$ cat src/hdl/cdec_pkg.sv
// Shared types, character codes and helper functions for the C string escape decoder.
// No dependencies.
package cdec_pkg;

  localparam int unsigned ByteW      = 8;
  localparam int unsigned ValW       = 32;
  localparam int unsigned MaxResults = 5;
  localparam int unsigned CntW       = $clog2(MaxResults + 1);

  // ASCII codes the decoder looks at
  localparam logic [7:0] ChQuote = 8'h22;
  localparam logic [7:0] ChBslash = 8'h5C;
  localparam logic [7:0] ChZero  = 8'h30;
  localparam logic [7:0] ChSeven = 8'h37;
  localparam logic [7:0] ChNine  = 8'h39;
  localparam logic [7:0] ChLowA  = 8'h61;
  localparam logic [7:0] ChLowF  = 8'h66;
  localparam logic [7:0] ChUpA   = 8'h41;
  localparam logic [7:0] ChUpF   = 8'h46;
  localparam logic [7:0] ChLowX  = 8'h78;
  localparam logic [7:0] ChLowU  = 8'h75;
  localparam logic [7:0] ChUpU   = 8'h55;

  typedef enum logic [2:0] {
    MODE_PLAIN = 3'd0,
    MODE_ESC   = 3'd1,
    MODE_OCT   = 3'd2,
    MODE_HEX   = 3'd3,
    MODE_UNI   = 3'd4
  } mode_e;

  // All result words caused by one input word
  typedef struct packed {
    logic [CntW-1:0]                  count;
    logic [MaxResults-1:0][ByteW-1:0] bytes;
    logic [MaxResults-1:0]            ends;
  } burst_t;

  function automatic logic is_hex(input logic [7:0] b);
    return (b >= ChZero && b <= ChNine) || (b >= ChLowA && b <= ChLowF) ||
           (b >= ChUpA && b <= ChUpF);
  endfunction

  function automatic logic [3:0] hex_val(input logic [7:0] b);
    logic [7:0] t;
    if (b >= ChZero && b <= ChNine) begin
      t = b - ChZero;
    end else if (b >= ChLowA && b <= ChLowF) begin
      t = b - ChLowA + 8'd10;
    end else begin
      t = b - ChUpA + 8'd10;
    end
    return t[3:0];
  endfunction

  // Named escapes; hit is low when the letter has no control code
  function automatic logic [8:0] named_code(input logic [7:0] b);
    logic [8:0] r;
    case (b)
      8'h61:   r = {1'b1, 8'd7};   // a
      8'h62:   r = {1'b1, 8'd8};   // b
      8'h74:   r = {1'b1, 8'd9};   // t
      8'h6E:   r = {1'b1, 8'd10};  // n
      8'h76:   r = {1'b1, 8'd11};  // v
      8'h66:   r = {1'b1, 8'd12};  // f
      8'h72:   r = {1'b1, 8'd13};  // r
      8'h65:   r = {1'b1, 8'd27};  // e
      default: r = {1'b0, b};
    endcase
    return r;
  endfunction

endpackage

$ cat src/hdl/c_string_escape_decoder_core.sv
// Top level of the C string escape decoder: input register, escape decoder,
// burst result register. Depends on cdec_pkg, cdec_decode, cdec_burst_buf.
//
//  channel | dir | handshake             | payload
//  --------+-----+-----------------------+-------------------------------------
//  in      | in  | in_valid_i/in_ready_o | in_byte_i
//  out     | out | out_valid_o/out_ready_i | out_byte_o, literal_end_o, run_last_o
//
// One input word per cycle while each word gives at most one result word and
// the output is not stalled. A word giving several results holds the decoder
// until all drain; a backslash, the x or u after it, or a non-final escape
// digit gives none. Words pass the input register, then the burst register.
// Reset (async, active low) returns to plain text with an empty pipeline.
// Output stalls back up into the input register, then deassert in_ready_o.
module c_string_escape_decoder_core (
  input  logic       clk_i,
  input  logic       rst_ni,
  input  logic       in_valid_i,
  output logic       in_ready_o,
  input  logic [7:0] in_byte_i,
  output logic       out_valid_o,
  input  logic       out_ready_i,
  output logic [7:0] out_byte_o,
  output logic       literal_end_o,
  output logic       run_last_o
);

  logic             in_valid_q;
  logic [7:0]       in_byte_q;
  logic             free;
  logic             fire;
  cdec_pkg::burst_t burst;

  // Decoder consumes the held word when the burst register can take its results
  assign fire       = in_valid_q && free;
  assign in_ready_o = !in_valid_q || fire;

  always_ff @(posedge clk_i or negedge rst_ni) begin
    if (!rst_ni) begin
      in_valid_q <= 1'b0;
    end else if (in_valid_i && in_ready_o) begin
      in_valid_q <= 1'b1;
    end else if (fire) begin
      in_valid_q <= 1'b0;
    end
  end

  always_ff @(posedge clk_i) begin
    if (in_valid_i && in_ready_o) begin
      in_byte_q <= in_byte_i;
    end
  end

  cdec_decode u_decode (
    .clk_i   (clk_i),
    .rst_ni  (rst_ni),
    .fire_i  (fire),
    .byte_i  (in_byte_q),
    .burst_o (burst)
  );

  // Words with no results never occupy the burst register
  cdec_burst_buf u_burst_buf (
    .clk_i         (clk_i),
    .rst_ni        (rst_ni),
    .load_i        (fire && (burst.count != '0)),
    .burst_i       (burst),
    .free_o        (free),
    .out_valid_o   (out_valid_o),
    .out_ready_i   (out_ready_i),
    .out_byte_o    (out_byte_o),
    .literal_end_o (literal_end_o),
    .run_last_o    (run_last_o)
  );

endmodule

$ cat src/hdl/cdec_decode.sv
// Escape decoder: holds the mode, octal count and escape value, and turns one
// registered input word into a burst of result words. Depends on cdec_pkg.
module cdec_decode (
  input  logic                    clk_i,
  input  logic                    rst_ni,
  input  logic                    fire_i,
  input  logic [7:0]              byte_i,
  output cdec_pkg::burst_t        burst_o
);

  cdec_pkg::mode_e       mode_q, mode_d;
  logic [1:0]            oct_cnt_q, oct_cnt_d;
  logic [cdec_pkg::ValW-1:0] val_q, val_d;

  always_comb begin
    logic                      do_plain;
    logic                      is_oct;
    logic [1:0]                cnt_n;
    logic [cdec_pkg::ValW-1:0] v;
    logic [cdec_pkg::CntW-1:0] n;
    logic [8:0]                nc;

    mode_d    = mode_q;
    oct_cnt_d = oct_cnt_q;
    val_d     = val_q;
    burst_o   = '0;
    n         = '0;
    do_plain  = 1'b0;
    is_oct    = (byte_i >= cdec_pkg::ChZero) && (byte_i <= cdec_pkg::ChSeven);
    cnt_n     = oct_cnt_q + 2'd1;
    v         = val_q;
    nc        = cdec_pkg::named_code(byte_i);

    case (mode_q)
      cdec_pkg::MODE_ESC: begin
        if (byte_i == cdec_pkg::ChLowU || byte_i == cdec_pkg::ChUpU) begin
          mode_d = cdec_pkg::MODE_UNI;
          val_d  = '0;
        end else if (byte_i == cdec_pkg::ChLowX) begin
          mode_d = cdec_pkg::MODE_HEX;
          val_d  = '0;
        end else if (is_oct) begin
          mode_d    = cdec_pkg::MODE_OCT;
          val_d     = {{(cdec_pkg::ValW-3){1'b0}}, byte_i[2:0]};
          oct_cnt_d = 2'd1;
        end else begin
          burst_o.bytes[n] = nc[7:0];
          n                = n + 1'b1;
          mode_d           = cdec_pkg::MODE_PLAIN;
        end
      end
      cdec_pkg::MODE_OCT: begin
        if (is_oct) begin
          v         = {val_q[cdec_pkg::ValW-4:0], byte_i[2:0]};
          val_d     = v;
          oct_cnt_d = cnt_n;
          if (cnt_n == 2'd3) begin
            burst_o.bytes[n] = v[7:0];
            n                = n + 1'b1;
            mode_d           = cdec_pkg::MODE_PLAIN;
            oct_cnt_d        = 2'd0;
            val_d            = '0;
          end
        end else begin
          burst_o.bytes[n] = val_q[7:0];
          n                = n + 1'b1;
          do_plain         = 1'b1;
        end
      end
      cdec_pkg::MODE_HEX: begin
        if (cdec_pkg::is_hex(byte_i)) begin
          val_d = {val_q[cdec_pkg::ValW-5:0], cdec_pkg::hex_val(byte_i)};
        end else begin
          burst_o.bytes[n] = val_q[7:0];
          n                = n + 1'b1;
          do_plain         = 1'b1;
        end
      end
      cdec_pkg::MODE_UNI: begin
        if (cdec_pkg::is_hex(byte_i)) begin
          val_d = {val_q[cdec_pkg::ValW-5:0], cdec_pkg::hex_val(byte_i)};
        end else begin
          // UTF-8; anything at or above 0x10000 uses the 4-byte form of bits 20:0
          if (val_q < 32'h80) begin
            burst_o.bytes[0] = val_q[7:0];
            n                = 3'd1;
          end else if (val_q < 32'h800) begin
            burst_o.bytes[0] = {3'b110, val_q[10:6]};
            burst_o.bytes[1] = {2'b10, val_q[5:0]};
            n                = 3'd2;
          end else if (val_q < 32'h10000) begin
            burst_o.bytes[0] = {4'b1110, val_q[15:12]};
            burst_o.bytes[1] = {2'b10, val_q[11:6]};
            burst_o.bytes[2] = {2'b10, val_q[5:0]};
            n                = 3'd3;
          end else begin
            burst_o.bytes[0] = {5'b11110, val_q[20:18]};
            burst_o.bytes[1] = {2'b10, val_q[17:12]};
            burst_o.bytes[2] = {2'b10, val_q[11:6]};
            burst_o.bytes[3] = {2'b10, val_q[5:0]};
            n                = 3'd4;
          end
          do_plain = 1'b1;
        end
      end
      default: begin
        do_plain = 1'b1;
      end
    endcase

    if (do_plain) begin
      mode_d    = cdec_pkg::MODE_PLAIN;
      oct_cnt_d = 2'd0;
      val_d     = '0;
      if (byte_i == cdec_pkg::ChQuote) begin
        burst_o.bytes[n] = 8'h00;
        burst_o.ends[n]  = 1'b1;
        n                = n + 1'b1;
      end else if (byte_i == cdec_pkg::ChBslash) begin
        mode_d = cdec_pkg::MODE_ESC;
      end else begin
        burst_o.bytes[n] = byte_i;
        n                = n + 1'b1;
      end
    end

    burst_o.count = n;
  end

  always_ff @(posedge clk_i or negedge rst_ni) begin
    if (!rst_ni) begin
      mode_q    <= cdec_pkg::MODE_PLAIN;
      oct_cnt_q <= 2'd0;
      val_q     <= '0;
    end else if (fire_i) begin
      mode_q    <= mode_d;
      oct_cnt_q <= oct_cnt_d;
      val_q     <= val_d;
    end
  end

endmodule

$ cat src/hdl/cdec_burst_buf.sv
// Result register: holds one burst and hands its words out one per cycle
// while the receiver is ready. Depends on cdec_pkg.
module cdec_burst_buf (
  input  logic             clk_i,
  input  logic             rst_ni,
  input  logic             load_i,
  input  cdec_pkg::burst_t burst_i,
  output logic             free_o,
  output logic             out_valid_o,
  input  logic             out_ready_i,
  output logic [7:0]       out_byte_o,
  output logic             literal_end_o,
  output logic             run_last_o
);

  logic                      valid_q;
  cdec_pkg::burst_t          burst_q;
  logic [cdec_pkg::CntW-1:0] ptr_q;
  logic                      last;
  logic                      take;

  assign last          = (ptr_q == burst_q.count - 1'b1);
  assign take          = valid_q && out_ready_i;
  assign free_o        = !valid_q || (out_ready_i && last);
  assign out_valid_o   = valid_q;
  assign out_byte_o    = burst_q.bytes[ptr_q];
  assign literal_end_o = burst_q.ends[ptr_q];
  assign run_last_o    = last;

  always_ff @(posedge clk_i or negedge rst_ni) begin
    if (!rst_ni) begin
      valid_q <= 1'b0;
      ptr_q   <= '0;
    end else if (load_i) begin
      valid_q <= 1'b1;
      ptr_q   <= '0;
    end else if (take) begin
      if (last) begin
        valid_q <= 1'b0;
      end else begin
        ptr_q <= ptr_q + 1'b1;
      end
    end
  end

  always_ff @(posedge clk_i) begin
    if (load_i) begin
      burst_q <= burst_i;
    end
  end

endmodule

$ cat config.mk
export PLATFORM = sky130hd
export DESIGN_NAME = c_string_escape_decoder_core
export DESIGN_NICKNAME = d
export VERILOG_FILES = /design/src/hdl/cdec_pkg.sv /design/src/hdl/c_string_escape_decoder_core.sv /design/src/hdl/cdec_decode.sv /design/src/hdl/cdec_burst_buf.sv
export SDC_FILE = /design/constraint.sdc
export NUM_CORES = 1
export LEC_CHECK = 0
export ABC_AREA = 0
export ABC_CLOCK_PERIOD_IN_PS = 6700
export BUFFER_PORTS_ARGS = -buffer_cell sky130_fd_sc_hd__clkbuf_2
export CORE_AREA = 5 5 116 118
export CTS_CLUSTER_DIAMETER = 200
export DETAILED_ROUTE_END_ITERATION = 7
export DIE_AREA = 0 0 121 123
export GPL_TIMING_DRIVEN = 1
export PLACE_DENSITY = 0.65
export SLEW_MARGIN = 20
export SYNTH_ARGS = -nofsm -noshare
export SYNTH_HDL_FRONTEND = slang
export SYNTH_HIERARCHICAL = 1
export SYNTH_SLANG_ARGS = --single-unit
$ cat constraint.sdc
create_clock -name clk_i -period 6.7 [get_ports clk_i]
set_input_delay 0.67 -clock clk_i [delete_from_list [all_inputs] [get_ports clk_i]]
set_output_delay 0.67 -clock clk_i [all_outputs]
set_load 0.05 [all_outputs]
==> impl_metrics.csv, run 1 <==
group,metric,value,unit
cts,clock_latency,0.36,ns
finish,fin_nets,632,
synth,async_reset_ff_frac,0.4286,
grt,grt-busiest-layer,"met2",
routing,viasPerCell,6.242,
setup_path,arrival,4.57,ns
routing,firstDrtPassIters,5,
grt,grt_pass1_wl,25630,µm
setup_path,critical-path-top-delay-family,"compound AO/OA/AOI/OAI gates",
sta,max-slew-margin-rel,0.4060,
floorplan,die_x,121,µm
cts,htree_levels,3,
cts,clk_pin_slew_worst_paths,0.06,ns
floorplan,initial_core_util,0.4807,
finish,antenna_cells,0,
sta,tightest_slew,0.8911,ns
grt,grt_pass1_vias,4585,
synth,ys_seq_elements,98,
routing,drt-total-wl,15860,µm
synth,synth_area,5943,µm²
finish,area_growth,7.811,%
sta,finalSetupViolations,0,
cts,clockBufferDepth,2,
finish,final_common_cell,"nand2_1",
cts,cts_hold_buffers,0,
synth,postSynthCellCount,625,
sta,fin_setup_tns,0,ns
synth,synth_edf_count,56,
floorplan,core,12360,µm²
routing,ant_nets,0,
cts,clock-root-buffer,"clkbuf_16",
sta,hold_violations,0,
synth,ys_types,79,
setup_path,cp_slowest_cell,"o21ai_1",
synth,synth_ff_type,"edfxtp_1",
placement,place_ws,2.196,ns
placement,gp_congestion,0.9721,
routing,drt_iter0_markers,549,
cts,cts_resized,0,
synth,syn_avg_cell_area,9.509,µm²
pwr,p_per_area,371.5,nW/µm²
sta,finClkSkew,0.007272,ns
grt,overflow,0,
floorplan,fp.dieH,123,µm
synth,yosysWarnings,6,
grt,gr-usage-met2,0.3300,
finish,layout-drive-gt1-share,0.1165,
cts,cts_tree,"done",
grt,grt_max_degree,60,
setup_path,slowest_delay,0.68,ns
setup_path,crit_path_start_kind,"flip-flop",
flow_run,cap_violations,0,
cts,numClockSinks,98,
finish,instances_no_fill,790,
floorplan,dieArea,14880,µm²
synth,ys_seq_area_frac,0.4598,
placement,numPortBuffers,23,
placement,dpl_cell_area,6090,µm²
floorplan,io-pin-count,24,
sta,final.setup.worst_slack,2.149,ns
setup_path,critPathBufInv,2,
routing,vias,4931,
routing,post-route-drc-count,0,
cts,numCtsBuffers,9,
pwr,p_leak,2.433,nW
sta,period_share,0.6792,
setup_path,path_cells,"inv_1, ha_1, or3b_2, o2111ai_1, o21ai_1, o21ai_1, and2_1, nand2_1, xnor2_1, o31a_2, buf_4",
setup_path,endpoint_kind,"flip-flop",
setup_path,crit_top_cell,"o21ai_1",
grt,grtUsageTotal,0.2228,
sta,rsz0062_at_grt,"no",
sta,slew_violations,0,
finish,fin_util,0.5183,
placement,dp_cells,774,
grt,grt_util_met3,0.03477,
finish,final_cell_area,6407,µm²
status,status,"finished clean",
sta,fmaxAchievable,219.7,MHz
setup_path,required,6.72,ns
placement,dpl.hpwl,11310,µm
sta,final.min_clock_period,4.551,ns
setup_path,timing_worst_setup_path_type,"flip-flop to flip-flop",
min_path,hold_class,"primary input to asynchronous set/reset pin",
pwr,ir_drop,0.2002,mV
grt,use_met1,0.3257,
synth,syn-num-nets,644,
finish,final_cell_mix,"101 x nand2_1, 62 x o21ai_0, 56 x edfxtp_1, 42 x dfrtp_1, 34 x nor2_1",
cts,cts_setup_buffers,0,
routing,route.detailed.wl_per_inst,20.07,µm
floorplan,fp-row-count,41,
setup_path,crit_fanout,29,
grt,antenna_found_initial,0,
per-layer routing:
| metal | vias to the layer above | share of wire |
|---|---|---|
| li1 | 2302 | - |
| met1 | 2403 | 0.46 |
| met2 | 186 | 0.45 |
| met3 | 40 | 0.057 |
| met4 | 0 | 0.031 |
| met5 | - | 0 |
cell type report:
| type | count | area [µm²] |
|---|---|---|
| fill | 1115 | 5956 |
| multi-input combinational | 453 | 2903 |
| sequential | 98 | 2733 |
| clock buffer | 11 | 232.7 |
| tap | 172 | 215.2 |
| timing repair buffer | 28 | 152.6 |
| inverter | 23 | 86.33 |
| clock inverter | 5 | 85.08 |
cells in the mapped netlist, types with 5 or more instances:
library cell / number / area (µm²)
nand2_1: 101 / 379.1
o21ai_0: 62 / 310.3
edfxtp_1: 56 / 1682
dfrtp_1: 42 / 1051
clkbuf_1: 34 / 127.6
nor2_1: 34 / 127.6
a21oi_1: 29 / 145.1
a22oi_1: 29 / 217.7
inv_1: 23 / 86.33
nor3_1: 14 / 70.07
a22o_1: 9 / 78.83
buf_2: 9 / 45.04
nand3_1: 9 / 45.04
nand2b_1: 8 / 50.05
nor4_1: 8 / 50.05
a221oi_1: 7 / 61.31
a31oi_1: 7 / 43.79
and3_1: 7 / 43.79
ha_1: 7 / 87.58
mux4_2: 7 / 157.7
o21ai_1: 7 / 35.03
a21o_1: 5 / 37.54
a2bb2oi_1: 5 / 43.79
buf_1: 5 / 18.77
mux2i_1: 5 / 50.05
o22ai_1: 5 / 31.28
o31ai_1: 5 / 37.54
cell families (layout without fill, tap and decap cells):
group / Yosys count / after routing / synth area share
mux: 16 / 16 / 0.04821
compound gates: 201 / 201 / 0.2232
fa+ha+maj: 7 / 7 / 0.01474
simple gates: 221 / 221 / 0.1861
xor+xnor: 8 / 8 / 0.01558
buf+inv: 74 / 67 / 0.05242
flops: 98 / 98 / 0.4598
state kept, by name, summed over array words and instances, names as in the netlist:
register,count
in_byte_q,8
in_valid_q,1
u_burst_buf/burst_q,48
u_burst_buf/out_valid_o,1
u_burst_buf/ptr_q,3
u_decode/mode_q,3
u_decode/oct_cnt_q,2
u_decode/val_q,32
final timing paths:
kind / from / end / slack, ns / cells past startpoint
hold / removal: rst_ni / u_decode/val_q[26]$_DFFE_PN0P_ / 0.39 / 2
setup / recovery: in_byte_q[0]$_DFFE_PP_ / u_burst_buf/burst_q[34]$_DFFE_PP_ / 2.15 / 11
max in group asynchronous: rst_ni / u_decode/oct_cnt_q[0]$_DFFE_PN0P_ / 5.91 / 2
setup reg to reg: in_byte_q[0]$_DFFE_PP_ / u_burst_buf/burst_q[34]$_DFFE_PP_ / 2.15 / 11
hold reg to reg: u_decode/val_q[30]$_DFFE_PN0P_ / u_decode/val_q[30]$_DFFE_PN0P_ / 0.51 / 2
min in group clk_i: in_byte_i[4] / in_byte_q[4]$_DFFE_PP_ / 0.48 / 1
through the flow:
step,power [W],hold slack (ns)
floorplan,0.001639,0.3744
global placement,0.001815,0.4791
detailed placement,0.001836,0.4918
CTS,0.002392,0.4203
global route,0.002511,0.4434
finish,0.002380,0.3897
power breakdown:
group          switching (W)  internal [W]  leakage [nW]  total (W)
sequential          0.000131      0.000816          1.10   0.000947
combinational       0.000605      0.000273          1.18   0.000877
clock               0.000226      0.000330         0.151   0.000556
total               0.000962       0.00142          2.43    0.00238
Power figures use the tool's default switching activity.
==> run 2: changes to the inputs <==
--- a/config.mk
+++ b/config.mk
@@ -6,7 +6,7 @@
 export NUM_CORES = 1
 export LEC_CHECK = 0
 export ABC_AREA = 0
-export ABC_CLOCK_PERIOD_IN_PS = 6700
+export ABC_CLOCK_PERIOD_IN_PS = 4750
 export BUFFER_PORTS_ARGS = -buffer_cell sky130_fd_sc_hd__clkbuf_2
 export CORE_AREA = 5 5 116 118
 export CTS_CLUSTER_DIAMETER = 200
==> constraint.sdc (replaced) <==
create_clock -name clk_i -period 4.75 [get_ports clk_i]
set_input_delay 0.475 -clock clk_i [delete_from_list [all_inputs] [get_ports clk_i]]
set_output_delay 0.475 -clock clk_i [all_outputs]
set_load 0.05 [all_outputs]
==> impl_metrics.csv, run 2 (same netlist as run 1, synthesis figures left out) <==
group,metric,value,unit
status,status,"finished clean",
finish,largest_register,"u_burst_buf/burst_q",
grt,antenna_found_initial,0,
setup_path,endpoint_kind,"flip-flop",
sta,slew_violations,0,
routing,viasPerCell,6.163,
finish,final_cell_mix,"101 x nand2_1, 62 x o21ai_0, 56 x edfxtp_1, 42 x dfrtp_1, 34 x nor2_1",
pwr,p_leak,2.439,nW
sta,final.min_clock_period,4.168,ns
sta,max-slew-margin-rel,0.3476,
cts,clock_latency,0.36,ns
pwr,ir_drop,0.2510,mV
setup_path,crit_path_start_kind,"flip-flop",
cts,clockBufferDepth,2,
cts,cts_resized,0,
floorplan,fp-row-count,41,
sta,finClkSkew,0.009572,ns
grt,grt_max_degree,47,
finish,instances_no_fill,792,
cts,htree_levels,3,
finish,n_fill_cell,1129,
grt,overflow,0,
placement,numPortBuffers,23,
sta,period_share,0.8774,
setup_path,cp_slowest_cell,"edfxtp_1",
setup_path,slowest_delay,0.59,ns
sta,tightest_slew,0.9763,ns
pwr,p_per_area,517.3,nW/µm²
finish,largest_reg_flops,48,
routing,ant_nets,0,
cts,cts_setup_buffers,0,
routing,firstDrtPassIters,5,
floorplan,dieArea,14880,µm²
cts,clock-root-buffer,"clkbuf_16",
floorplan,die_x,121,µm
setup_path,crit_top_cell,"ha_1",
setup_path,crit_fanout,46,
routing,drt-total-wl,15800,µm
grt,grtUsageTotal,0.2224,
finish,reg.largest.list,"u_burst_buf/burst_q: 48 flops, u_decode/val_q: 32 flops, in_byte_q: 8 flops",
grt,grt_pass1_wl,25520,µm
sta,rsz0062_at_grt,"no",
sta,fmaxAchievable,239.9,MHz
setup_path,required,5.00,ns
grt,grt_pass1_vias,4591,
cts,cts_hold_buffers,0,
routing,drt_iter0_markers,715,
floorplan,io-pin-count,24,
setup_path,arrival,4.41,ns
finish,fin_nets,634,
flow_run,cap_violations,0,
routing,vias,4881,
placement,dpl.hpwl,11240,µm
finish,layout-drive-gt1-share,0.1226,
sta,finalSetupViolations,0,
cts,clk_pin_slew_worst_paths,0.07,ns
floorplan,fp.dieH,123,µm
finish,area_growth,8.021,%
placement,dp_cells,776,
cts,numClockSinks,98,
cts,cts_tree,"done",
routing,post-route-drc-count,0,
floorplan,initial_core_util,0.4807,
cts,numCtsBuffers,9,
finish,fin_util,0.5193,
setup_path,path_cells,"inv_1, ha_1, or3b_2, o2111ai_1, o211a_1, o32a_1, ha_1, nand2_1, xnor2_1, o31a_2, buf_12, nor2_1, mux2_4",
floorplan,core,12360,µm²
placement,gp_congestion,0.9886,
min_path,hold_class,"primary input to asynchronous set/reset pin",
sta,fin_setup_tns,0,ns
finish,final_common_cell,"nand2_1",
setup_path,timing_worst_setup_path_type,"flip-flop to flip-flop",
sta,hold_violations,0,
routing,route.detailed.wl_per_inst,19.95,µm
finish,antenna_cells,0,
-- run 2: changes by cell type in the layout (fill, tap and decap cells not counted), sizes merged --
cell    previous run  this run
clkbuf            34        32
inv               25        27
clkinv             0         2
bufinv             2         0
buf                5         7
-- run 2: layout make-up --
class | instances | area [µm²] | area share
Clock buffer | 9 | 225.2 | 0.03508
Multi-Input combinational cell | 453 | 2910 | 0.4533
Timing Repair Buffer | 30 | 180.2 | 0.02806
Clock inverter | 7 | 70.07 | 0.01091
Inverter | 23 | 86.33 | 0.01345
Sequential cell | 98 | 2733 | 0.4256
Tap cell | 172 | 215.2 | 0.03352
-- run 2: stage by stage --
| step | instance area, µm² | total power, W | hold WS, ns | worst slack, ns |
|---|---|---|---|---|
| 3_3_place_gp | 6117 | 0.002581 | 0.4761 | 0.8019 |
| 2_1_floorplan | 5943 | 0.002312 | 0.1794 | 0.8769 |
| 5_1_grt | 6420 | 0.003509 | 0.2433 | 0.3567 |
| 6_report | 6420 | 0.003321 | 0.1897 | 0.5825 |
| 4_1_cts | 6420 | 0.003339 | 0.2175 | 0.6275 |
| 3_5_place_dp | 6125 | 0.002616 | 0.4993 | 0.6586 |
-- run 2: power by group --
group	switching [W]	total (W)	internal, W	leakage, nW
Sequential	0.000182	0.00133	0.00115	1.10
Clock	0.000354	0.000726	0.000372	0.143
Combinational	0.000861	0.00126	0.000403	1.19
-- run 2: final timing paths --
path | from | to | slack (ns) | cells past startpoint
worst max-delay path | in_byte_q[0]$_DFFE_PP_ | u_burst_buf/ptr_q[0]$_DFFE_PN0P_ | 0.58 | 13
worst min-delay path | rst_ni | u_decode/val_q[29]$_DFFE_PN0P_ | 0.19 | 2
worst max register to register | in_byte_q[0]$_DFFE_PP_ | u_burst_buf/ptr_q[0]$_DFFE_PN0P_ | 0.58 | 13
worst min register to register | u_decode/val_q[31]$_DFFE_PN0P_ | u_decode/val_q[31]$_DFFE_PN0P_ | 0.51 | 2
max in group asynchronous | rst_ni | u_decode/val_q[8]$_DFFE_PN0P_ | 4.17 | 2
min in group clk_i | in_byte_i[7] | in_byte_q[7]$_DFFE_PP_ | 0.28 | 1
-- run 2: per-layer routing --
metal / vias up / track usage / share of wire
met1: 2328 / 0.3136 / 0.46
li1: 2311 / - / -
met3: 37 / 0.03843 / 0.056
met5: - / 0 / 0
met2: 205 / 0.3383 / 0.45
met4: 0 / 0.09844 / 0.034
-- run 2: worst max-delay path, delay by kind of cell, from the launching register on --
kind | cells | cell delay, ns
AO/OA/AOI/OAI | 4 | 1.37
XOR/XNOR | 1 | 0.18
adder cells (fa/ha/maj) | 2 | 0.52
buffers and inverters | 2 | 0.50
flip-flops | 1 | 0.59
multiplexers | 1 | 0.28
AND/OR/NAND/NOR | 3 | 0.59
